## config.mk

```make
export PLATFORM = sky130hd
export DESIGN_NAME = bitmap_fit_allocator
export DESIGN_NICKNAME = d
export VERILOG_FILES = /design/src/rtl/core/bfa_pkg.sv /design/src/rtl/core/bitmap_fit_allocator.sv /design/src/rtl/core/bfa_cell.sv /design/src/rtl/core/bfa_div.sv
export SDC_FILE = /design/constraint.sdc
export NUM_CORES = 1
export LEC_CHECK = 0
export ABC_AREA = 1
export BUFFER_PORTS_ARGS = -buffer_cell sky130_fd_sc_hd__buf_2
export CORE_ASPECT_RATIO = 0.8
export CORE_UTILIZATION = 27
export CTS_CLUSTER_SIZE = 28
export DETAILED_ROUTE_END_ITERATION = 8
export MAX_ROUTING_LAYER = met4
export PLACE_DENSITY = 0.38
export SYNTH_ARGS = -nofsm -noshare
export SYNTH_HDL_FRONTEND = slang
export SYNTH_SLANG_ARGS = --single-unit
```

## constraint.sdc

```tcl
create_clock -name clk -period 8.3 [get_ports clk]
set_input_delay 2.075 -clock clk [delete_from_list [all_inputs] [get_ports clk]]
set_output_delay 2.075 -clock clk [all_outputs]
set_load 0.02 [all_outputs]
```

## src/rtl/core/bfa_pkg.sv

```systemverilog
package bfa_pkg;

    // Configuration register indexes.
    localparam logic REG_POLICY = 1'b0;
    localparam logic REG_UNIT   = 1'b1;

    // Fit policy codes.
    localparam logic [2:0] POL_NONE  = 3'd0;
    localparam logic [2:0] POL_FIRST = 3'd1;
    localparam logic [2:0] POL_NEXT  = 3'd2;
    localparam logic [2:0] POL_BEST  = 3'd3;
    localparam logic [2:0] POL_WORST = 3'd4;

    // Item function codes.
    localparam logic FUNC_ALLOC = 1'b0;
    localparam logic FUNC_FREE  = 1'b1;

    // Widths fixed by the item fields.
    localparam int SIZE_W   = 20;
    localparam int USIZE_W  = 16;
    localparam int START_W  = 6;
    localparam int COUNT_W  = 16;
    localparam int DIV_STEPS = 20;
    localparam int STEP_W   = 5;

    localparam logic [USIZE_W-1:0] UNIT_RESET = 16'd16;

    typedef enum logic [2:0] {
        ST_IDLE,
        ST_DIV,
        ST_SCAN,
        ST_PICK,
        ST_MARK,
        ST_DONE
    } state_t;

endpackage

```

## src/rtl/core/bitmap_fit_allocator.sv

```systemverilog
// Allocate runs the divide, a scan of the ring, a pick and a mark pass over the ring,
// then the result strobe. Free skips the scan and pick; a failing allocate ends after
// the divide or, when no run fits, after the scan and pick. Busy is high from accept
// through the strobe, so a new item is taken only once the last one is done.
// Reset clears the bitmap and rover, sets policy to none and unit size to 16.
module bitmap_fit_allocator #(
    parameter int UNITS = 64
) (
    input  logic                          clk,
    input  logic                          rst_n,
    input  logic                          start,
    output logic                          busy,
    input  logic                          func,
    input  logic [bfa_pkg::SIZE_W-1:0]    size_bytes,
    input  logic [bfa_pkg::START_W-1:0]   free_start,
    output logic                          done,
    output logic                          ok,
    output logic [bfa_pkg::START_W-1:0]   start_unit,
    output logic [bfa_pkg::COUNT_W-1:0]   unit_count,
    input  logic                          cfg_valid,
    output logic                          cfg_ready,
    input  logic                          cfg_index,
    input  logic [bfa_pkg::USIZE_W-1:0]   cfg_data
);
    import bfa_pkg::*;

    localparam int POS_W  = (UNITS > 2) ? $clog2(UNITS) : 1;
    localparam int LEN_W  = POS_W + 1;
    localparam int CNT_W  = SIZE_W + 1;
    localparam int BASE_W = (POS_W > START_W) ? POS_W : START_W;

    state_t state_reg, state_next;

    logic [2:0]          policy_reg;
    logic [USIZE_W-1:0]  unit_reg;
    logic [POS_W-1:0]    rover_reg;
    logic                func_reg;
    logic [START_W-1:0]  fstart_reg;
    logic [CNT_W-1:0]    cnt_reg;
    logic [POS_W-1:0]    p_reg;
    logic [LEN_W-1:0]    runb_reg, runa_reg;
    logic [POS_W-1:0]    rsb_reg, rsa_reg;
    logic                fb_found_reg, fa_found_reg, g_found_reg;
    logic [POS_W-1:0]    fb_pos_reg, fa_pos_reg, g_pos_reg;
    logic [LEN_W-1:0]    g_len_reg;
    logic [BASE_W-1:0]   base_reg;
    logic                mark_val_reg;
    logic                ok_reg;
    logic [START_W-1:0]  su_reg;
    logic [COUNT_W-1:0]  uc_reg;

    logic                accept;
    logic                div_done;
    logic [SIZE_W-1:0]   quot;
    logic                rem_nz;
    logic [CNT_W-1:0]    count;
    logic                pol_valid;
    logic                alloc_bad;
    logic                last;
    logic [UNITS-1:0]    ring;
    logic                head_new;
    logic                shift;

    assign accept = start && (state_reg == ST_IDLE);
    assign last   = (p_reg == POS_W'(UNITS - 1));
    assign shift  = (state_reg == ST_SCAN) || (state_reg == ST_MARK);

    // Configuration writes are always taken.
    assign cfg_ready = 1'b1;

    always_ff @(posedge clk or negedge rst_n)
    begin
        if (!rst_n)
        begin
            policy_reg <= POL_NONE;
            unit_reg   <= UNIT_RESET;
        end
        else if (cfg_valid)
        begin
            if (cfg_index == REG_POLICY)
            begin
                policy_reg <= cfg_data[2:0];
            end
            else
            begin
                unit_reg <= cfg_data;
            end
        end
    end

    // Ceiling division of the byte size by the unit size.
    bfa_div u_div (
        .clk      (clk),
        .rst_n    (rst_n),
        .start    (accept),
        .dividend (size_bytes),
        .divisor  (unit_reg),
        .done     (div_done),
        .quot     (quot),
        .rem_nz   (rem_nz)
    );

    assign count     = {1'b0, quot} + CNT_W'(rem_nz);
    assign pol_valid = (policy_reg == POL_FIRST) || (policy_reg == POL_NEXT) ||
                       (policy_reg == POL_BEST) || (policy_reg == POL_WORST);
    assign alloc_bad = (count == '0) || (count > CNT_W'(UNITS)) || !pol_valid;

    // Bitmap ring: cell 0 holds the unit under the scan position.
    logic [BASE_W:0] pe;
    logic [BASE_W:0] off;
    logic            in_range;

    always_comb
    begin
        pe       = (BASE_W+1)'(p_reg);
        off      = pe - {1'b0, base_reg};
        in_range = (pe >= {1'b0, base_reg}) && (CNT_W'(off) < cnt_reg);
        head_new = ring[0];
        if ((state_reg == ST_MARK) && in_range)
        begin
            head_new = mark_val_reg;
        end
    end

    genvar gi;
    generate
        for (gi = 0; gi < UNITS; gi++)
        begin : g_cell
            logic nb;
            if (gi == UNITS - 1)
            begin : g_tail
                assign nb = head_new;
            end
            else
            begin : g_mid
                assign nb = ring[gi+1];
            end
            bfa_cell u_cell (
                .clk     (clk),
                .rst_n   (rst_n),
                .shift   (shift),
                .bit_in  (nb),
                .bit_out (ring[gi])
            );
        end
    endgenerate

    // Scan step: free-run tracking for all fit policies at once.
    logic             h_free, a_free;
    logic [LEN_W-1:0] lenb_new, lena_new, clen;
    logic [POS_W-1:0] rsb_new, rsa_new, cstart;
    logic             fb_hit, fa_hit, g_end, g_take;
    logic             pick_found;
    logic [POS_W-1:0] pick_pos;

    always_comb
    begin
        h_free   = !ring[0];
        a_free   = h_free && (p_reg >= rover_reg);
        lenb_new = h_free ? runb_reg + 1'b1 : '0;
        rsb_new  = (h_free && (runb_reg == '0)) ? p_reg : rsb_reg;
        lena_new = a_free ? runa_reg + 1'b1 : '0;
        rsa_new  = (a_free && (runa_reg == '0)) ? p_reg : rsa_reg;
        fb_hit   = !fb_found_reg && h_free && (CNT_W'(lenb_new) >= cnt_reg);
        fa_hit   = !fa_found_reg && a_free && (CNT_W'(lena_new) >= cnt_reg);
        if (h_free)
        begin
            clen   = lenb_new;
            cstart = rsb_new;
            g_end  = last;
        end
        else
        begin
            clen   = runb_reg;
            cstart = rsb_reg;
            g_end  = (runb_reg != '0);
        end
        g_take = g_end && (CNT_W'(clen) >= cnt_reg) &&
                 (!g_found_reg ||
                  ((policy_reg == POL_BEST) ? (clen < g_len_reg) : (clen > g_len_reg)));
    end

    // Choice of run after the scan.
    always_comb
    begin
        case (policy_reg)
            POL_FIRST:
            begin
                pick_found = fb_found_reg;
                pick_pos   = fb_pos_reg;
            end
            POL_NEXT:
            begin
                pick_found = fa_found_reg || fb_found_reg;
                pick_pos   = fa_found_reg ? fa_pos_reg : fb_pos_reg;
            end
            POL_BEST, POL_WORST:
            begin
                pick_found = g_found_reg;
                pick_pos   = g_pos_reg;
            end
            default:
            begin
                pick_found = 1'b0;
                pick_pos   = '0;
            end
        endcase
    end

    // Sequencer next state.
    always_comb
    begin
        state_next = state_reg;
        unique case (state_reg)
            ST_IDLE:
            begin
                if (start)
                begin
                    state_next = ST_DIV;
                end
            end
            ST_DIV:
            begin
                if (div_done)
                begin
                    if (func_reg == FUNC_FREE)
                    begin
                        state_next = ST_MARK;
                    end
                    else if (alloc_bad)
                    begin
                        state_next = ST_DONE;
                    end
                    else
                    begin
                        state_next = ST_SCAN;
                    end
                end
            end
            ST_SCAN:
            begin
                if (last)
                begin
                    state_next = ST_PICK;
                end
            end
            ST_PICK:
            begin
                state_next = pick_found ? ST_MARK : ST_DONE;
            end
            ST_MARK:
            begin
                if (last)
                begin
                    state_next = ST_DONE;
                end
            end
            ST_DONE:
            begin
                state_next = ST_IDLE;
            end
            default:
            begin
                state_next = ST_IDLE;
            end
        endcase
    end

    always_ff @(posedge clk or negedge rst_n)
    begin
        if (!rst_n)
        begin
            state_reg <= ST_IDLE;
            rover_reg <= '0;
            p_reg     <= '0;
        end
        else
        begin
            state_reg <= state_next;
            if (shift)
            begin
                p_reg <= last ? '0 : p_reg + 1'b1;
            end
            if ((state_reg == ST_PICK) && (policy_reg == POL_NEXT) && pick_found)
            begin
                rover_reg <= pick_pos;
            end
        end
    end

    // Item datapath registers.
    always_ff @(posedge clk)
    begin
        if (accept)
        begin
            func_reg     <= func;
            fstart_reg   <= free_start;
            runb_reg     <= '0;
            runa_reg     <= '0;
            rsb_reg      <= '0;
            rsa_reg      <= '0;
            fb_found_reg <= 1'b0;
            fa_found_reg <= 1'b0;
            g_found_reg  <= 1'b0;
            fb_pos_reg   <= '0;
            fa_pos_reg   <= '0;
            g_pos_reg    <= '0;
            g_len_reg    <= '0;
        end
        if ((state_reg == ST_DIV) && div_done)
        begin
            cnt_reg      <= count;
            uc_reg       <= (count > CNT_W'({COUNT_W{1'b1}})) ? '1 : count[COUNT_W-1:0];
            base_reg     <= BASE_W'(fstart_reg);
            mark_val_reg <= 1'b0;
            ok_reg       <= (func_reg == FUNC_FREE);
            su_reg       <= (func_reg == FUNC_FREE) ? fstart_reg : '0;
        end
        if (state_reg == ST_SCAN)
        begin
            runb_reg <= lenb_new;
            rsb_reg  <= rsb_new;
            runa_reg <= lena_new;
            rsa_reg  <= rsa_new;
            if (fb_hit)
            begin
                fb_found_reg <= 1'b1;
                fb_pos_reg   <= rsb_new;
            end
            if (fa_hit)
            begin
                fa_found_reg <= 1'b1;
                fa_pos_reg   <= rsa_new;
            end
            if (g_take)
            begin
                g_found_reg <= 1'b1;
                g_pos_reg   <= cstart;
                g_len_reg   <= clen;
            end
        end
        if (state_reg == ST_PICK)
        begin
            base_reg     <= BASE_W'(pick_pos);
            mark_val_reg <= 1'b1;
            ok_reg       <= pick_found;
            su_reg       <= pick_found ? START_W'(pick_pos) : '0;
        end
    end

    // Outputs.
    assign busy       = (state_reg != ST_IDLE);
    assign done       = (state_reg == ST_DONE);
    assign ok         = ok_reg;
    assign start_unit = su_reg;
    assign unit_count = uc_reg;

    // A result beat only comes while an item is in flight.
    a_done_busy: assert property (@(posedge clk) disable iff (!rst_n) done |-> busy)
        else $error("result beat without an item in flight");

    // An accepted item makes the block busy on the next cycle.
    a_accept_busy: assert property (@(posedge clk) disable iff (!rst_n)
        (start && !busy) |=> busy)
        else $error("accepted item did not start");

    // The ring is back in alignment whenever the block is idle.
    a_ring_aligned: assert property (@(posedge clk) disable iff (!rst_n)
        !busy |-> (p_reg == '0))
        else $error("bitmap ring left out of alignment");

    // A free always reports success.
    a_free_ok: assert property (@(posedge clk) disable iff (!rst_n)
        (done && (func_reg == FUNC_FREE)) |-> ok)
        else $error("free reported failure");
endmodule

```

## src/rtl/core/bfa_cell.sv

```systemverilog
module bfa_cell (
    input  logic clk,
    input  logic rst_n,
    input  logic shift,
    input  logic bit_in,
    output logic bit_out
);
    logic used_reg;

    // One unit of the bitmap; moves one place along the ring per shift.
    always_ff @(posedge clk or negedge rst_n)
    begin
        if (!rst_n)
        begin
            used_reg <= 1'b0;
        end
        else if (shift)
        begin
            used_reg <= bit_in;
        end
    end

    assign bit_out = used_reg;
endmodule

```

## src/rtl/core/bfa_div.sv

```systemverilog
module bfa_div (
    input  logic                         clk,
    input  logic                         rst_n,
    input  logic                         start,
    input  logic [bfa_pkg::SIZE_W-1:0]   dividend,
    input  logic [bfa_pkg::USIZE_W-1:0]  divisor,
    output logic                         done,
    output logic [bfa_pkg::SIZE_W-1:0]   quot,
    output logic                         rem_nz
);
    import bfa_pkg::*;

    logic                busy_reg;
    logic                done_reg;
    logic [STEP_W-1:0]   step_reg;
    logic [SIZE_W-1:0]   dq_reg;
    logic [USIZE_W-1:0]  rem_reg;
    logic [USIZE_W-1:0]  dv_reg;
    logic [USIZE_W:0]    shifted;
    logic [USIZE_W:0]    diff;
    logic                ge;
    logic [USIZE_W-1:0]  rem_next;

    // One restoring step: bring down the next dividend bit and try a subtract.
    always_comb
    begin
        shifted  = {rem_reg, dq_reg[SIZE_W-1]};
        ge       = (shifted >= {1'b0, dv_reg});
        diff     = shifted - {1'b0, dv_reg};
        rem_next = ge ? diff[USIZE_W-1:0] : shifted[USIZE_W-1:0];
    end

    always_ff @(posedge clk or negedge rst_n)
    begin
        if (!rst_n)
        begin
            busy_reg <= 1'b0;
            done_reg <= 1'b0;
            step_reg <= '0;
        end
        else
        begin
            done_reg <= 1'b0;
            if (start)
            begin
                busy_reg <= 1'b1;
                step_reg <= '0;
            end
            else if (busy_reg)
            begin
                step_reg <= step_reg + 1'b1;
                if (step_reg == STEP_W'(DIV_STEPS - 1))
                begin
                    busy_reg <= 1'b0;
                    done_reg <= 1'b1;
                end
            end
        end
    end

    // Quotient bits shift in where the dividend bits shift out.
    always_ff @(posedge clk)
    begin
        if (start)
        begin
            dq_reg  <= dividend;
            rem_reg <= '0;
            dv_reg  <= (divisor == '0) ? USIZE_W'(1) : divisor;
        end
        else if (busy_reg)
        begin
            dq_reg  <= {dq_reg[SIZE_W-2:0], ge};
            rem_reg <= rem_next;
        end
    end

    assign done   = done_reg;
    assign quot   = dq_reg;
    assign rem_nz = (rem_reg != '0);
endmodule

```

* Yosys cells after proc, flatten, opt, wreduce, memory -nomap -nowiden *
Cells that the tools add are included.

word-level totals
  bits of input ports = 48
  register bits = 269
  output and inout port bits = 26
  logic and storage cells = 238

cells by class
  add/subtract/negate cells = 7
  multiplexer cells = 67
  reduce and logical (&&, ||, !) cells = 43
  bitwise operators = 1
  magnitude comparators = 11
  equality and inequality tests = 15

operators with widths
  operator                                                                number
  6-bit two-way mux                                                       23
  7-bit by 21-bit >= comparator with 1-bit output                         3
  7-bit two-way mux                                                       9
  20-bit two-way mux                                                      2
  20-bit by 1-bit adder with 21-bit output                                1
  21-bit by 16-bit > comparator with 1-bit output, second input constant  1
  21-bit by 7-bit > comparator with 1-bit output, second input constant   1
  21-bit logical NOT                                                      1
  7-bit by 21-bit less-than comparator with 1-bit output                  1
  1-bit two-way mux                                                       21
  3-bit two-way mux                                                       6
  6-bit one-hot mux with 3 select lines                                   1
  17-bit by 16-bit >= comparator with 1-bit output                        1
  16-bit logical NOT                                                      1
  16-bit two-way mux                                                      1
  16-bit nonzero test                                                     1
  16-bit subtractor                                                       1
  1-bit logical AND                                                       15
  3-bit one-hot mux with 5 select lines                                   1
  7-bit by 1-bit adder with 7-bit output, second input constant           2
  7-bit logical NOT                                                       2
  3-bit by 2-bit == test with 1-bit output, second input constant         4
  6-bit >= comparator                                                     2
  5-bit two-way mux                                                       2
  other kinds (22)                                                        41

* Longest topological paths before layout *
  depth after elaboration = 10
  depth in mapped cells = 19
  mapped depth without buffers = 19

* Hierarchy *
Synthesis repeated with hierarchy kept, for this count alone.

unflattened totals
  cell total of the unflattened synthesis = 1772
  area total of the unflattened synthesis = 14440.1 µm²

by module, submodules not included
  module                cells an instance  area an instance (µm²)  instances  seq. area each (µm²)
  bitmap_fit_allocator  967                8276.7                  1          3925.0
  bfa_div               485                3601.0                  1          1576.5
  bfa_cell              5                  40.0                    64         25.0

* Least setup slack after synthesis *
OpenSTA, ideal clock, no wires.

  path type = input -> register
  start = in start
  end = reg u_div.dq_reg[15], in the netlist u_div.quot[15], data pin
  setup time = 301 ps
  path buffers = 1
  data required time = 7999 ps
  path slack = 4646 ps
  cell stages on the path = 4
  data arrival time = 3353 ps
  cell sequence = inv_1 nor2_2 clkbuf_1 o21ai_0

on the way
  longest elaborated chain between the ends = 2

RTL lines
  element               line                        text
  start, declared       bitmap_fit_allocator.sv:11  input logic start,
  1-bit logical AND     bitmap_fit_allocator.sv:64  assign accept = start && (state_reg == ST_IDLE);
  via accept            bitmap_fit_allocator.sv:52  logic accept;
  20-bit two-way mux    bfa_div.sv:64               if (start)
  end signal, assigned  bfa_div.sv:66               dq_reg <= dividend;
  end signal, assigned  bfa_div.sv:72               dq_reg <= {dq_reg[SIZE_W-2:0], ge};
  end, declared         bfa_div.sv:16               logic [SIZE_W-1:0] dq_reg;

The timed path passes the listed nets, and every way through them passes these cells.
A chain may end at the register's enable or synchronous reset.

* Worst setup path after layout *
  start = in start
  end = reg u_div.step_reg[1]

on the way
  longest elaborated chain between the ends = 2
  elaborated cells between the ends (all ways) = 3
  classes of those cells = mux: 1; reduce/logical: 2

RTL lines
  element                                                  line                        text
  1-bit logical AND (*)                                    bitmap_fit_allocator.sv:64
  5-bit two-way mux or 2-bit nonzero test (tied branches)  -
  end signal, assigned                                     bfa_div.sv:51               step_reg <= step_reg + 1'b1;
  end, declared                                            bfa_div.sv:15               logic [STEP_W-1:0] step_reg;

Mark *: on every way between the ends. The rest lies on a longest branch, timed or not.

==> results.cfg <==
[global_routing]
grt_pass1_wl_microns = 57490
track_usage = 0.1471
grt_overflow = 0
grt_pass1_vias = 10040
grt_max_degree = 72
antenna_found_initial = 0

[layout]
fin_cells = 2294
nFillCells = 5302
finalInstanceArea_sq_um = 15680
antennaDiodeCount = 0
area_growth_pct = 14.97
layout-drive-gt1-share = 0.1093
nets = 1715
largest_register_ffs = 64

[logic_synthesis]
synthesis.area_sq_um = 13630
yosysWarnings = 0
ys_top_cells_by_area = edfxtp_1, dfrtp_1, nand2_1
synth_cells = 1540
syn_nets = 1661
synthArstFlopShare = 0.3903
synthFlopType = edfxtp_1
yosysTopAreaCell = edfxtp_1
ys_ff_latch = 269
synth_top_area_share = 0.2621
synth.distinct_cells = 59
synth_edf_count = 119
synth-seq-area-share = 0.5210
syn_avg_cell_area_sq_um = 8.853

[cts]
cts-htree-levels = 1
cts_tree = done
cts_num_sinks = 269
clk_pin_slew_ps = 60
cts_made_buffers = 31
clock_path_buffers = 3
clock_latency_ps = 590
cts_setup_buffers = 0
holdBufCountCts = 0
cts.repair.resized = 0
root_buffer = clkbuf_16

[job]
maxCapViolations = 0

[timing]
timing.slew.headroom = 0.2832
clock.fmax_mhz = 226.4
hold_slack_ps = 469.7
setup_ws_ps = 3882
hold_viol = 0
tns_ps = 0
final-max-slew-violation-count = 0
period_needed_ps = 4418
finClkSkew_ps = 17.51
finalSetupViolCount = 0
rsz0062_at_grt = no
min_period_over_period = 0.5323
worstMarginPinSlew_ps = 1073

[placement]
place_area_sq_um = 14680
place_ws_ps = 3156
dp.cells = 2236
place_congestion = 0.8628
port_buffers = 72
dpl.hpwl_microns = 26450

[pwr]
ir_drop_v = 0.0001430
power_frac_comb = 0.353
power.switching_w = 0.001964
p_int_w = 0.002997
clock_power_share = 0.271
power_density_nw_per_um2 = 316.5
p_leak_nw = 6.743
p_sw_frac = 0.3959
p_seq_frac = 0.376

[detailed_routing]
drcViolationCount = 0
drtAntennaViolNets = 0
first_pass_iters = 5
drt-initial-drc-count = 650
wire_per_inst_microns = 15.72
vias = 10350
vias_per_cell = 4.511
postRouteWirelength_microns = 36060

[worst_setup_path]
cp.required_ps = 8770
cp_max_fo = 58
crit_arrival_ps = 4890
end_kind = flop
worstSetupStartpointType = input pin
critical_path_class = input pin to flop

[outcome]
outcome = finished, final reports clean

[floorplan]
placeableCoreArea_sq_um = 49780
die_h_microns = 203.0
start_util = 0.2739
die_width_microns = 253.2
die_area_sq_um = 51410
io_pins = 74
fp-row-count = 73

[worst_hold_path]
hold_class = flop to flop
==> path summary, 6_finish.rpt <==
| check | cells past startpoint | slack [ps] | to | start |
|---|---|---|---|---|
| setup / recovery | 9 | 3880 | u_div.step_reg[1] | start |
| hold / removal | 1 | 470 | u_div.step_reg[4] | u_div.step_reg[4] |
| setup reg to reg | 13 | 4700 | fa_pos_reg[1] | p_reg[1] |
| hold reg to reg | 1 | 470 | u_div.step_reg[4] | u_div.step_reg[4] |
| max in group asynchronous | 2 | 5530 | state_reg[1] | rst_n |
| min in group asynchronous | 1 | 1460 | g_cell[57].u_cell.bit_out | rst_n |
==> critical path, stage by stage <==
cell	delay, ps
buf_2	80
inv_1	110
nor2_4	120
buf_4	500
inv_2	500
nand2_1	820
inv_2	350
a22oi_1	250
inv_1	60
==> cell usage in the layout (no fill, tap or decap), drive strengths merged, types with 2 or more instances in the layout <==
cell	count
ha	71
a221oi	7
a21boi	2
nand3	94
clkinv	12
xnor2	7
a31oi	2
o21ai	170
o21bai	8
nand2	351
a211oi	3
a21o	4
or2	6
nor3	35
edfxtp	119
o211ai	14
o22ai	5
nor2	98
clkbuf	47
dfxtp	45
inv	205
nor4	12
nand4	22
nand3b	2
a21oi	54
buf	81
mux2	13
fa	2
dfrtp	104
xor2	12
==> synth_stat cells (2+ instances only) <==
| library cell | instances |
|---|---|
| nand2_2 | 3 |
| nand4_1 | 22 |
| nand3b_1 | 2 |
| clkbuf_1 | 46 |
| a21o_1 | 4 |
| nor2_1 | 91 |
| a21boi_0 | 2 |
| edfxtp_1 | 119 |
| nor4_1 | 12 |
| nor2_4 | 4 |
| fa_1 | 2 |
| o211ai_1 | 13 |
| or2_0 | 3 |
| nand3_2 | 8 |
| inv_2 | 3 |
| nor2_2 | 3 |
| nand2_1 | 347 |
| ha_1 | 71 |
| buf_2 | 9 |
| dfxtp_1 | 45 |
| or2_2 | 3 |
| nor3_1 | 33 |
| xnor2_1 | 7 |
| a31oi_1 | 2 |
| dfrtp_1 | 104 |
| a21oi_1 | 53 |
| mux2_2 | 13 |
| o21bai_1 | 8 |
| o21ai_1 | 9 |
| a211oi_1 | 3 |
| nor3_2 | 2 |
| a221oi_1 | 7 |
| o21ai_0 | 159 |
| nand3_1 | 86 |
| xor2_1 | 12 |
| o22ai_1 | 5 |
| inv_1 | 201 |
| buf_1 | 3 |
==> layer usage <==
metal,part of all wire,global-route usage,vias to the layer above
met3,0.038,0.01949,41
met5,0,-,-
li1,-,-,5258
met1,0.57,0.2367,4862
met4,0.018,0.03074,0
met2,0.38,0.1888,187
==> cells by family (layout without fill, tap and decap cells) <==
logic type | count (synthesis) | after routing | synth area share
AO/OA/AOI/OAI | 277 | 277 | 0.1137
XOR/XNOR | 19 | 19 | 0.01221
adder cells (fa/ha/maj) | 73 | 73 | 0.06809
buffers and inverters | 266 | 345 | 0.07497
flip-flops | 269 | 269 | 0.5210
multiplexers | 13 | 13 | 0.01074
other | 1 | 1 | 0.0002750
AND/OR/NAND/NOR | 622 | 622 | 0.1990
==> power by group through the flow <==
| stage | registers, W | logic (W) | clock network [W] |
|---|---|---|---|
| finish | 0.00186 | 0.00175 | 0.00134 |
| global route | 0.00189 | 0.00201 | 0.00144 |
| CTS | 0.00186 | 0.00177 | 0.00139 |
| detailed placement | 0.00189 | 0.00176 | 0 |
| global placement | 0.00189 | 0.00175 | 0 |
| floorplan | 0.00181 | 0.00129 | 0 |
==> cell type report <==
type                    instances  area [sq um]  share of cell area
well taps                     675         844.6             0.05388
inverters                     206         774.5             0.04941
repair buffers                 81         430.4             0.02746
multi-input cells            1005          5524              0.3524
clock buffers                  47         928.4             0.05923
flip-flops and latches        269          7103              0.4531
clock inverters                11         70.07            0.004470
==> per-stage QoR <==
stage	util	power (W)
floorplan	-	0.003102
global placement	0.2948	0.003646
detailed placement	0.2948	0.003644
CTS	0.3149	0.005018
global route	0.3149	0.005349
finish	0.3149	0.004962
Note: power is estimated with default switching activity, not from simulation.
